**config.mk**
```make
export PLATFORM = sky130hd
export DESIGN_NAME = obpt_angle
export DESIGN_NICKNAME = d
export VERILOG_FILES = /design/src/rtl/obpt_pkg.sv /design/src/rtl/obpt_angle.sv
export SDC_FILE = /design/constraint.sdc
export NUM_CORES = 1
export LEC_CHECK = 0
export BUFFER_PORTS_ARGS = -buffer_cell sky130_fd_sc_hd__buf_2
export CAP_MARGIN = 40
export CORE_MARGIN = 10
export CORE_UTILIZATION = 40
export CTS_BUF_LIST = sky130_fd_sc_hd__clkbuf_16
export DETAILED_ROUTE_END_ITERATION = 16
export PLACE_DENSITY = 0.66
export SKIP_LAST_GASP = 1
export SYNTH_ARGS = -nofsm -noshare
export SYNTH_HDL_FRONTEND = slang
export SYNTH_SLANG_ARGS = --single-unit
```
**constraint.sdc**
```tcl
create_clock -name clk -period 7.03 [get_ports clk]
set_clock_uncertainty 0.2 [all_clocks]
set_input_delay 1.0545 -clock clk [delete_from_list [all_inputs] [get_ports clk]]
set_output_delay 1.0545 -clock clk [all_outputs]
set_load 0.05 [all_outputs]
```
**src/rtl/obpt_pkg.sv**
```systemverilog
`default_nettype none
// ----------------------------------------------------------------------------
// obpt_pkg: shared types, constants and functions of the oriented box test
// Register map, configuration record, fixed-point rounding and saturation
// helpers, and the quarter-wave sine generator that fills the sine ROM.
// ----------------------------------------------------------------------------
package obpt_pkg;

  // Default fixed-point format and sine table size
  localparam int FRACTION_BITS_DEF      = 16;
  localparam int SINE_ADDRESS_BITS_DEF  = 10;

  // Pipeline depth, stage 1 takes the input transfer, the last stage is the output
  localparam int STAGES = 9;

  // Angle reduction: 360 degrees = 8 * 45, rounding adds half a turn
  localparam int ANGLE_DIV     = 45;
  localparam int HALF_TURN_DEG = 180;

  // Sine generator constants (Q2.30)
  localparam longint unsigned PI_Q30 = 64'd3373259426;

  // Scale registers reset to 1.0 in Q16.16
  localparam logic signed [31:0] SCALE_RESET = 32'sh0001_0000;

  // Register indexes
  typedef enum logic [2:0] {
    REG_BOX_WIDTH         = 3'd0,
    REG_BOX_HEIGHT        = 3'd1,
    REG_BOX_OFFSET_X      = 3'd2,
    REG_BOX_OFFSET_Y      = 3'd3,
    REG_SCALE_HORIZONTAL  = 3'd4,
    REG_SCALE_VERTICAL    = 3'd5,
    REG_TRANSFORM_PRESENT = 3'd6
  } reg_index_t;

  // Configuration record
  typedef struct packed {
    logic signed [31:0] box_width;
    logic signed [31:0] box_height;
    logic signed [31:0] box_offset_x;
    logic signed [31:0] box_offset_y;
    logic signed [31:0] scale_horizontal;
    logic signed [31:0] scale_vertical;
    logic               transform_present;
  } cfg_t;

  // Round to nearest, ties toward plus infinity, dropping fb fraction bits
  function automatic logic signed [63:0] round_shift(input logic signed [63:0] p,
                                                     input int fb);
    logic signed [63:0] biased;
    biased = p + (64'sd1 <<< (fb - 1));
    return biased >>> fb;
  endfunction

  // Absolute value saturated to 0x7FFFFFFF
  function automatic logic [30:0] abs_sat31(input logic signed [63:0] v);
    logic signed [63:0] mag;
    mag = (v < 0) ? -v : v;
    return (mag > 64'sd2147483647) ? 31'h7FFF_FFFF : mag[30:0];
  endfunction

  // Saturate to the signed 32-bit range
  function automatic logic signed [31:0] sat32(input logic signed [63:0] v);
    logic signed [31:0] res;
    if (v > 64'sd2147483647) begin
      res = 32'sh7FFF_FFFF;
    end else if (v < -64'sd2147483648) begin
      res = 32'sh8000_0000;
    end else begin
      res = v[31:0];
    end
    return res;
  endfunction

  // First-quadrant sine of j table steps, thirteen-term Taylor series in Q2.30,
  // result rounded to fb fraction bits. Elaboration only. Term k is divided
  // by (2k)(2k+1): 6, 20, 42, ... 600; odd terms subtract.
  function automatic longint unsigned quarter_sine(input longint unsigned j,
                                                   input int fb, input int ab);
    longint unsigned x;
    longint unsigned x2;
    longint unsigned term;
    longint          s;
    x    = (j * (2 * PI_Q30) + (64'd1 << (ab - 1))) >> ab;
    x2   = (x * x) >> 30;
    term = x;
    s    = $signed(x);
    term = ((term * x2) >> 30) / 64'd6;   s = s - $signed(term);
    term = ((term * x2) >> 30) / 64'd20;  s = s + $signed(term);
    term = ((term * x2) >> 30) / 64'd42;  s = s - $signed(term);
    term = ((term * x2) >> 30) / 64'd72;  s = s + $signed(term);
    term = ((term * x2) >> 30) / 64'd110; s = s - $signed(term);
    term = ((term * x2) >> 30) / 64'd156; s = s + $signed(term);
    term = ((term * x2) >> 30) / 64'd210; s = s - $signed(term);
    term = ((term * x2) >> 30) / 64'd272; s = s + $signed(term);
    term = ((term * x2) >> 30) / 64'd342; s = s - $signed(term);
    term = ((term * x2) >> 30) / 64'd420; s = s + $signed(term);
    term = ((term * x2) >> 30) / 64'd506; s = s - $signed(term);
    term = ((term * x2) >> 30) / 64'd600; s = s + $signed(term);
    if (s < 0) begin
      s = 0;
    end
    return $unsigned(s + (64'sd1 <<< (29 - fb))) >> (30 - fb);
  endfunction

endpackage
`default_nettype wire

```
**src/rtl/obpt_angle.sv**
```systemverilog
`default_nettype none
// ----------------------------------------------------------------------------
// obpt_angle: rotation angle to sine table index
// Negates the angle, reduces it modulo 360 degrees and rounds it to table
// steps. Both divisions by 45 use a reciprocal multiply; stages 1 to 4.
// ----------------------------------------------------------------------------
module obpt_angle #(
  parameter int FRACTION_BITS     = obpt_pkg::FRACTION_BITS_DEF,
  parameter int SINE_ADDRESS_BITS = obpt_pkg::SINE_ADDRESS_BITS_DEF
) (
  input  logic                              clk,
  input  logic [obpt_pkg::STAGES:1]         en,
  input  logic signed [31:0]                rotation_degrees,
  output logic [SINE_ADDRESS_BITS-1:0]      idx
);

  localparam int F  = FRACTION_BITS;
  localparam int A  = SINE_ADDRESS_BITS;
  // whole degrees / 8, biased non-negative
  localparam int TW   = 31 - F;
  localparam int BIAS = obpt_pkg::ANGLE_DIV * (2 ** (24 - F));
  localparam int S1   = TW + 6;
  localparam int M1W  = TW + 1;
  localparam longint unsigned M1 =
    ((64'd1 << S1) + 64'(obpt_pkg::ANGLE_DIV - 1)) / 64'(obpt_pkg::ANGLE_DIV);
  // rounded step count / 8
  localparam int UW   = A + 7;
  localparam int S2   = UW + 6;
  localparam int M2W  = UW + 1;
  localparam longint unsigned M2 =
    ((64'd1 << S2) + 64'(obpt_pkg::ANGLE_DIV - 1)) / 64'(obpt_pkg::ANGLE_DIV);

  logic signed [32:0] neg_rot;
  logic [TW-1:0]      t_next;
  logic [TW-1:0]      t1;
  logic [2:0]         low1;
  logic [F-1:0]       frac1;
  logic [TW+M1W-1:0]  prod2;
  logic [TW-1:0]      t2;
  logic [2:0]         low2;
  logic [F-1:0]       frac2;
  logic [TW-1:0]      q45;
  logic [TW-1:0]      rem_full;
  logic [8:0]         deg;
  logic [8+F+A:0]     r_steps;
  logic [A+9:0]       p_next;
  logic [A+9:0]       p3;
  logic [UW+M2W-1:0]  prod4;

  // Stage 1: negate, split into whole degrees and fraction
  assign neg_rot = -{rotation_degrees[31], rotation_degrees};
  assign t_next  = TW'(neg_rot >>> (F + 3)) + TW'(BIAS);

  always_ff @(posedge clk) begin
    if (en[1]) begin
      t1    <= t_next;
      low1  <= neg_rot[F+2:F];
      frac1 <= neg_rot[F-1:0];
    end
  end

  // Stage 2: reciprocal multiply for the quotient by 45
  always_ff @(posedge clk) begin
    if (en[2]) begin
      prod2 <= t1 * M1W'(M1);
      t2    <= t1;
      low2  <= low1;
      frac2 <= frac1;
    end
  end

  // Stage 3: remainder gives degrees in [0, 360), scale to steps, add half turn
  always_comb begin
    q45      = TW'(prod2 >> S1);
    rem_full = t2 - TW'(q45 * TW'(obpt_pkg::ANGLE_DIV));
    deg      = {rem_full[5:0], low2};
    r_steps  = {deg, frac2, {A{1'b0}}};
    p_next   = {1'b0, r_steps[8+F+A:F]} + (A+10)'(obpt_pkg::HALF_TURN_DEG);
  end

  always_ff @(posedge clk) begin
    if (en[3]) begin
      p3 <= p_next;
    end
  end

  // Stage 4: divide by 360 as shift by 3 and reciprocal multiply by 45
  always_ff @(posedge clk) begin
    if (en[4]) begin
      prod4 <= p3[A+9:3] * M2W'(M2);
    end
  end

  // quotient wraps to the table size
  assign idx = A'(prod4 >> S2);

endmodule
`default_nettype wire

```
# [After elaboration in Yosys (flattened, before gate mapping)]
# Cells that the tools add are included.
[classes] eq_ne=0 order_cmp=0 bitwise=0 n_mux=0 n_shift=0 div_mod_pow=0 n_mul=3 add_sub_neg=4 reduce_logical=0
[ops] op="33-bit negation" n=1
[ops] op="17-bit by 17-bit multiplier with 32-bit output, second input constant" n=1
[ops] op="15-bit by 14-bit multiplier with 29-bit output, second input constant" n=1
[ops] op="19-bit by 8-bit adder with 20-bit output, second input constant" n=1
[ops] op="14-bit by 15-bit adder with 15-bit output, second input constant" n=1
[ops] op="10-bit by 6-bit multiplier with 6-bit output, second input constant" n=1
[ops] op="6-bit subtractor" n=1
[totals] register_bits=140 out_inout_bits=10 rom_bits=0 mem_bits_rw=0 elab_cells=16 inputBits=42 latch_bits=0 mem_count=0

# [Logic depth before layout (Yosys ltp)]
# Gate-level depths: netlist (run 1).
[depth] ltp_word=3 ltp_mapped=20 ltp_nobuf=20

# [Worst setup path after synthesis (run 1)]
# OpenSTA, ideal clock, no wires.
[synth_path] path_type="register to register" from="register t1[4]" to="register prod2[26], data pin" setup_time_ps=266 synth_period_minus_slack_ps=5694 slack_ps=1336 path_buffers=0 required_ps=6564 path_stages_with_launch=21 arrival_time_ps=5228 path_cell_list="edfxtp_1 -> ha_1 -> inv_1 -> fa_1 -> inv_1 -> fa_1 -> inv_1 -> fa_1 -> inv_1 -> fa_1 -> inv_1 -> fa_1 -> inv_1 -> ha_1 -> nand3_1 -> a21boi_0 -> a2111oi_0 -> a311oi_1 -> o21a_1 -> o41ai_1 -> xnor2_1"
[synth_between] elab_chain_cells=1
[synth_lines] element="start, declared" line="obpt_angle.sv:35" source="logic [TW-1:0] t1;"
[synth_lines] element="start signal, assigned" line="obpt_angle.sv:56" source="t1 <= t_next;"
[synth_lines] element="15-bit by 14-bit multiplier with 29-bit output" line="obpt_angle.sv:65" source="prod2 <= t1 * M1W'(M1);"
[synth_lines] element="end signal, assigned" line="obpt_angle.sv:65"
[synth_lines] element="end, declared" line="obpt_angle.sv:38" source="logic [TW+M1W-1:0] prod2;"
# Every way passes these cells.
# A chain may end at the register's enable or synchronous reset.

# [Worst setup path after layout (run 1)]
# Ends and elaborated chain as after synthesis.

==> results of run 1 <==
## state kept, by name, indices dropped and copies added (netlist names)
signal  count
frac1       8
t1         15
prod4      10
frac2       8
t2          6
low1        3
low2        3
p3         17
prod2       6
## final timing paths
check | start | to | slack (ns)
worst min-delay path | low1[2]$_DFFE_PP_ | low2[2]$_DFFE_PP_ | 0.22
worst min register to register | low1[2]$_DFFE_PP_ | low2[2]$_DFFE_PP_ | 0.22
worst max-delay path | t1[4]$_DFFE_PP_ | prod2[26]$_DFFE_PP_ | 0.92
worst max register to register | t1[4]$_DFFE_PP_ | prod2[26]$_DFFE_PP_ | 0.92
## cell type report
cell class / instances / area [µm²] / share of cell area, %
sequential: 76 / 2280 / 19.4
multi-input combinational: 634 / 7390 / 62.8
inverter: 305 / 1140 / 9.73
tap: 341 / 427 / 3.63
clock buffer: 9 / 225 / 1.91
timing repair buffer: 47 / 234 / 1.99
clock inverter: 7 / 68.8 / 0.585
## worst max-delay path: stages, from the launching register on
cell	delay, ns
edfxtp_1	0.53
ha_1	0.40
inv_1	0.07
fa_1	0.53
inv_1	0.05
fa_1	0.52
inv_1	0.05
fa_1	0.52
inv_1	0.05
fa_1	0.53
inv_1	0.05
fa_1	0.50
inv_1	0.04
ha_1	0.19
nand3_1	0.07
a21boi_0	0.08
a2111oi_0	0.55
a311oi_1	0.21
o21a_1	0.26
o41ai_1	0.34
xnor2_1	0.10
## per-layer routing
layer / track usage (%) / up-vias / wire length [µm]
met5: 0 / - / 0
met4: 2.56 / 0 / 266
met3: 2.21 / 21 / 562
met2: 19.9 / 75 / 8730
met1: 15.3 / 3117 / 8820
li1: - / 3360 / -
## placed cells by master, fill, tap and decap left out, types with 10 or more instances in the layout
master | Yosys | layout
a21oi_1 | 26 | 26
buf_2 | 0 | 46
edfxtp_1 | 76 | 76
fa_1 | 135 | 135
ha_1 | 225 | 225
inv_1 | 305 | 305
nand2_1 | 17 | 17
nor2_1 | 32 | 32
nor3_1 | 10 | 10
o21ai_0 | 16 | 16
xnor2_1 | 58 | 58
xor2_1 | 21 | 21
## kinds of logic after synthesis
family	count (synthesis)
compound gates	80
xor+xnor	79
fa+ha+maj	360
buf+inv	306
flops	76
simple gates	115
## per-stage QoR
step           hold WS [ns]  cells  setup slack [ns]  utilization (%)
2_1_floorplan         0.200   1016              1.34                -
3_3_place_gp          0.205   1402             0.785             42.8
3_5_place_dp          0.208   1403             0.952             42.8
4_1_cts               0.219   1419             0.923             43.9
5_1_grt               0.229   1419             0.551             43.9
6_report              0.218   1419             0.916             43.9
==> results.yml, run 1 <==
sta:
  hold_viol: 0
  setup_viol: 0
  period_minus_slack_ns: 6.11
  rsz0062_at_grt: "false"
  fmax_ghz: 0.164
  finalMaxSlewViolations: 0
  post-route-period-util_pct: 87.0
  finalSetupTns_ns: 0
  tightestPinTransition_ns: 0.582
  slew_headroom_pct: 60.2
clocking:
  cts-root-buf: "clkbuf_16"
  htree_levels: 3
  clk_latency_ns: 0.35
  tritoncts: "built"
  holdBufCountCts: 0
  clk_pin_slew_worst_paths_ns: 0.06
  cts_resized: 0
  cts_setup_buffers: 0
  clock_sinks: 76
  clockBufferDepth: 2
  cts_buffers: 9
synth:
  yosys.cell_count.top_type: "inv_1"
  synth_top_area_share_pct: 26.0
  ys_warn_count: 0
  synth-main-ff-cell: "edfxtp_1"
  synth_xor_area_share_pct: 6.40
  synth.area.mux_share_pct: 0
  synth_edf_count: 76
  syn-mean-instance-area_um2: 10.6
  yosysSeqAreaShare_pct: 21.1
  synth_fa_ha_area_share_pct: 51.0
  synth_top_family_by_area: "adder cells"
  synthTopCellsByArea: "ha_1 (26%), fa_1 (25%), edfxtp_1 (21%)"
  synthSimpleGateAreaFrac_pct: 6.14
  synth_top_cell_by_area: "ha_1"
  async_flop_share_pct: 0
  synthCells: 1016
  synthDistinctLibCells: 50
  synth_compound_area_share_pct: 4.74
  synth-seq-cells: 76
  synth_commonest_cells: "inv_1 (305), ha_1 (225), fa_1 (135)"
  syn_nets: 1418
  synth_area_mm2: 0.0108
place:
  placed_area_mm2: 0.0115
  port_buffers: 46
  routabilityCongestion: 0.878
  hpwl_um: 16700
floorplan:
  num_rows: 60
  die_x_um: 184
  die_h_um: 184
  die_area_mm2: 0.0340
  core_mm2: 0.0268
  ioPinCount: 52
  start_util_pct: 40.4
min_path:
  hold_path.class: "reg2reg"
  holdPathStages: 0
global_routing:
  grt_start_max_net_pins: 27
  track_usage_pct: 11.8
  grt_pass1_wl_um: 32800
  grt-ovfl-total: 0
  antenna_found_initial: 0
  first_global_vias: 7165
finish:
  nFillCells: 2467
  area_growth_pct: 8.79
  finalInstanceArea_mm2: 0.0118
  final_nets: 1475
  drive_gt1_share_pct: 6.96
  num_antenna_cells: 0
critical_path:
  reg2reg_depth: 20
  critPathMaxFanout: 6
  crit_type: "reg2reg"
  cp_data_required_time_ns: 6.92
  critPathCaptureType: "flop"
  start_kind: "flop"
  worstPathArrival_ns: 6.00
routing:
  drtIter0Drc: 154
  totalWireLength_um: 18400
  drc: 0
  drt_pass1_iterations: 4
  routed-via-count: 6573
  ant_nets: 0
  routed_via_density: 4.63
  wire_per_inst_um: 12.9
outcome:
  status: "complete, no violations"
job:
  max-cap-violations: 0
Power of run 1 is not shown: default switching activity piles up to over one toggle a cycle in this logic, so the estimate is an artifact.
==> inputs of run 2 (changes only) <==
- ABC_AREA: not set -> 1
- TNS_END_PERCENT: not set -> 100
==> run 2 against run 1 <==
Against the previous run:
- die area is 14% higher
- register-to-register slack gained 0.56 ns
- synthesized area up 16%
- worst hold slack got worse by 0.0050 ns
- non-clock buffer count fell by 1
- critical path depth unchanged
- utilization up 0.20 points
- fmax increased by 10%
- worst setup slack better by 0.56 ns
- via count is 40% higher
- final cell count up 37%
- synthesized cell count rose by 46%
- largest cell class unchanged
- highest routed layer unchanged
==> results.yml, run 2 <==
routing:
  wl_met3_um: 1010
  routed-via-count: 9229
  wl_met1_um: 12000
  totalWireLength_um: 26200
  highest_layer: "met4"
  ant_nets: 0
  wl_met2_um: 12900
  drtIter0Drc: 326
  drc: 0
  wire_per_inst_um: 13.5
  routed_via_density: 4.75
  drt_pass1_iterations: 5
sta:
  tightestPinTransition_ns: 0.571
  finalSetupTns_ns: 0
  slew_headroom_pct: 61.9
  fmax_ghz: 0.180
  post-route-period-util_pct: 79.0
  setup_viol: 0
  rsz0062_at_grt: "false"
  finalMaxSlewViolations: 0
  hold_slack_ns: 0.213
  period_minus_slack_ns: 5.56
  hold_viol: 0
synth:
  synth_edf_count: 76
  synthDistinctLibCells: 35
  synth_compound_area_share_pct: 4.62
  ys_warn_count: 0
  synth_area_mm2: 0.0125
  synth-seq-cells: 76
  async_flop_share_pct: 0
  synth_top_family_by_area: "adder cells"
  synth_top_area_share_pct: 22.5
  yosysSeqAreaShare_pct: 18.3
  synthSimpleGateAreaFrac_pct: 17.6
  synth.area.mux_share_pct: 0
  synth_fa_ha_area_share_pct: 44.1
  synthCells: 1484
  synthTopCellsByArea: "ha_1 (23%), fa_1 (22%), edfxtp_1 (18%)"
  syn-mean-instance-area_um2: 8.43
  synth_top_cell_by_area: "ha_1"
  synth_commonest_cells: "inv_1 (391), nand2_1 (251), ha_1 (225)"
  syn_nets: 1886
  yosys.cell_count.top_type: "inv_1"
  synth-main-ff-cell: "edfxtp_1"
  synth_xor_area_share_pct: 3.57
clocking:
  clk_pin_slew_worst_paths_ns: 0.08
  cts-root-buf: "clkbuf_16"
  holdBufCountCts: 0
  cts_resized: 0
  htree_levels: 3
  clock_sinks: 76
  tritoncts: "built"
  clk_latency_ns: 0.36
  cts_setup_buffers: 0
  clockBufferDepth: 2
  cts_buffers: 9
critical_path:
  critical-path-top-delay-family: "adder cells"
  r2r-end: "prod4[31]$_DFFE_PP_"
  path_depth: 20
  worstPathArrival_ns: 5.48
  critPathMaxFanout: 5
  reg2reg_depth: 20
  start_kind: "flop"
  cp_data_required_time_ns: 6.95
  rrSetupSlack_ns: 1.47
  crit_start: "p3[6]$_DFFE_PP_"
  critPathCaptureType: "flop"
  crit-reg2reg-launch: "p3[6]$_DFFE_PP_"
  crit_type: "reg2reg"
  crit_end: "prod4[31]$_DFFE_PP_"
  path_buf_inv: 4
  slowest_delay_ns: 0.57
  critPathSlowestCell: "fa_1"
  path_cells: "ha_1, xor2_1, ha_1, inv_1, fa_1, inv_1, fa_1, inv_1, fa_1, fa_1, inv_1, ha_1, a21oi_1, o21ai_0, nand2_1, nand2_1, a21oi_1, nand2_1, nand2_1, nand2_1"
  crit_top_cell: "nand2_1"
finish:
  area_growth_pct: 8.47
  largest_reg_flops: 17
  final_nets: 1943
  final_common_cell: "inv_1"
  drive_gt1_share_pct: 6.86
  final-instance-count-excl-fill: 1942
  regMostFlops: "p3"
  final_cell_mix: "inv_1 (391), nand2_1 (251), ha_1 (225)"
  fin_util_pct: 44.1
  num_antenna_cells: 0
  top_regs: "p3 x17, t1 x15, prod4 x10"
min_path:
  hold_path.class: "reg2reg"
global_routing:
  grt_start_max_net_pins: 27
  first_global_vias: 9662
  antenna_found_initial: 0
  track_usage_pct: 14.1
  grt-ovfl-total: 0
  grt_pass1_wl_um: 45200
place:
  hpwl_um: 23500
  dp.cells: 1926
  routabilityCongestion: 0.961
  port_buffers: 46
outcome:
  status: "complete, no violations"
floorplan:
  num_rows: 64
  start_util_pct: 40.7
  die_h_um: 197
  ioPinCount: 52
  die_area_mm2: 0.0387
  core_mm2: 0.0307
  die_x_um: 197
job:
  max-cap-violations: 0
## run 2: changes by cell type in the layout (fill, tap and decap cells not counted), moves of 11 or more
cell,delta
nand3_1,+50
a21oi_1,+32
inv_1,+86
xnor2_1,-39
nor2_1,+71
xor2_1,+11
nor2_2,+13
o21ai_0,+13
nand2_1,+234
## run 2: final cells by class
type | instances | area, µm²
Tap cell | 396 | 495
Timing Repair Buffer | 46 | 230
Fill cell | 3020 | 17200
Clock inverter | 7 | 108
Sequential cell | 76 | 2280
Inverter | 394 | 1480
Clock buffer | 9 | 225
Multi-Input combinational cell | 1014 | 8740
## run 2: layer usage
layer | track usage [%] | vias to the layer above
li1 | - | 4746
met1 | 17.5 | 4305
met2 | 25.2 | 155
met3 | 2.35 | 23
met4 | 2.59 | 0
met5 | 0 | -
## run 2: stage by stage
step | instance area, µm² | worst slack, ns
6_report | 13600 | 1.47
5_1_grt | 13600 | 1.07
4_1_cts | 13600 | 1.46
3_5_place_dp | 13200 | 1.47
3_3_place_gp | 13200 | 1.52
2_1_floorplan | 12500 | 1.92
## run 2: cell families after synthesis
logic type,after synthesis
flops,76
simple gates,496
buf+inv,394
compound gates,107
fa+ha+maj,360
xor+xnor,51
## run 2: how the worst min path moves through the flow
stage,cells after the start,startpoint,endpoint
finish,0,low1[2]$_DFFE_PP_,low2[2]$_DFFE_PP_
global route,0,frac1[13]$_DFFE_PP_,frac2[13]$_DFFE_PP_
CTS,0,low1[0]$_DFFE_PP_,low2[0]$_DFFE_PP_
detailed placement,0,low1[1]$_DFFE_PP_,low2[1]$_DFFE_PP_
global placement,0,frac1[15]$_DFFE_PP_,frac2[15]$_DFFE_PP_
floorplan,0,frac1[10]$_DFFE_PP_,frac2[10]$_DFFE_PP_
Power of run 2 is left out for the same reason.
==> inputs of run 3 (changes only) <==
- PLACE_DENSITY: 0.66 -> 0.68
- clock period: 7.03 -> 4.8 ns (I/O delays scaled with it)
==> run 3 against run 2 <==
Against the previous run:
- the run now ends with negative setup slack left
- die area unchanged
- critical path depth down 1
- critical path type unchanged
- global-route usage up 0.82 points
- fmax up 11%
- clock-buffer cell count unchanged
- sequential share of layout area shrank 2.0 points
- highest routed layer unchanged
- wire length rose by 7.0%
- utilization is 6.0 points higher
- sequential cell count did not move
- final area is 14% higher
==> results.yml, run 3 (synthesis results as in run 2) <==
outcome:
  status: "finished, violations left"
  violations: "negative setup slack"
floorplan:
  die_h_um: 197
  num_rows: 64
  die_area_mm2: 0.0387
  core_mm2: 0.0307
  start_util_pct: 40.7
  ioPinCount: 52
  die_x_um: 197
critical_path:
  start_kind: "flop"
  path_buf_inv: 5
  critPathMaxFanout: 4
  cp_data_required_time_ns: 4.71
  slowest_delay_ns: 0.54
  worstPathArrival_ns: 4.90
  critical-path-top-delay-family: "adder cells"
  crit_type: "reg2reg"
  critPathCaptureType: "flop"
  critPathSlowestCell: "fa_1"
  path_cells: "buf_4, ha_4, ha_1, inv_1, fa_1, inv_1, fa_1, inv_1, fa_1, fa_1, inv_1, ha_4, nand2_1, o21ai_1, nand2_1, a21oi_1, nor2_1, nand3_1, nand2_1"
global_routing:
  grt-ovfl-total: 0
  grt_start_max_net_pins: 27
  antenna_found_initial: 0
  first_global_vias: 10300
  track_usage_pct: 14.9
  grt_pass1_wl_um: 47400
clocking:
  cts_buffers: 9
  cts-root-buf: "clkbuf_16"
  clock_sinks: 76
  tritoncts: "built"
  htree_levels: 3
  clk_latency_ns: 0.35
  clockBufferDepth: 2
  clk_pin_slew_worst_paths_ns: 0.06
finish:
  area_growth_pct: 23.3
  num_antenna_cells: 0
  final_cell_mix: "inv_1 (366), nand2_1 (227), ha_1 (188)"
  top_regs: "p3 x17, t1 x15, prod4 x10"
  final_nets: 2070
  final_common_cell: "inv_1"
  regMostFlops: "p3"
  finalInstanceArea_mm2: 0.0154
  drive_gt1_share_pct: 22.8
  fin_util_pct: 50.1
  largest_reg_flops: 17
routing:
  totalWireLength_um: 28000
  wl_met1_um: 12600
  drt_pass1_iterations: 5
  highest_layer: "met4"
  ant_nets: 0
  wire_per_inst_um: 13.5
  wl_met3_um: 1040
  routed_via_density: 4.75
  routed-via-count: 9828
  drtIter0Drc: 446
  drc: 0
  wl_met2_um: 13700
sta:
  fmax_ghz: 0.200
  hold_viol: 0
  layout_setup_ws_ns: -0.193
  finalMaxSlewViolations: 0
  rsz0062_at_grt: "true"
  tightestPinTransition_ns: 0.555
  slew_headroom_pct: 63.0
  post-route-period-util_pct: 104
  finalSetupTns_ns: -1.99
  period_minus_slack_ns: 4.99
  setup_viol: 16
place:
  placed_area_mm2: 0.0142
  port_buffers: 46
  hpwl_um: 24100
  routabilityCongestion: 0.919
job:
  max-cap-violations: 0
min_path:
  hold_path.class: "reg2reg"
[run 3: changes by cell type in the layout (fill, tap and decap cells not counted), moves of 13 or more]
cell,change
buf_4,+118
ha_1,-37
ha_4,+36
inv_1,-25
nand2_1,-24
inv_2,+23
a21oi_1,-20
nand2_2,+18
nor2_1,-16
a21oi_2,+13
o21ai_0,-13
[run 3: path summary, 6_finish.rpt]
kind / from / end / slack (ns) / cells after the start
setup / recovery: p3[5]$_DFFE_PP_ / prod4[30]$_DFFE_PP_ / -0.19 / 19
hold / removal: low1[0]$_DFFE_PP_ / low2[0]$_DFFE_PP_ / 0.21 / 0
setup reg to reg: p3[5]$_DFFE_PP_ / prod4[30]$_DFFE_PP_ / -0.19 / 19
hold reg to reg: low1[0]$_DFFE_PP_ / low2[0]$_DFFE_PP_ / 0.21 / 0
[run 3: area by class of cell]
type                       instances  area, µm²
clock buffer                       9        225
clock inverter                     7       42.5
fill                            2849      15300
inverter                         394       1490
multi-input combinational       1014       9660
sequential                        76       2280
tap                              396        495
timing repair buffer             173       1220
[run 3: metal layers]
metal,global-route usage (%),vias to the layer above
li1,-,4991
met1,18.3,4633
met2,26.2,161
met3,2.66,43
met4,3.99,0
met5,0,-
[run 3: what timing repair did]
action                                  in CTS  in global routing
pin swaps                                   63                 57
buffers inserted                            18                 10
hold buffers                                 0                  0
endpoints found under the setup margin      16                 16
gates resized for setup                     72                 81
[run 3: through the flow]
stage / worst slack [ns] / hold slack, ns / cells
2_1_floorplan: -0.0000280 / 0.200 / 1484
3_3_place_gp: -0.209 / 0.204 / 2025
3_5_place_dp: -0.288 / 0.205 / 2025
4_1_cts: -0.174 / 0.212 / 2059
5_1_grt: -0.412 / 0.214 / 2069
6_report: -0.193 / 0.210 / 2069
Power of run 3 is left out for the same reason.
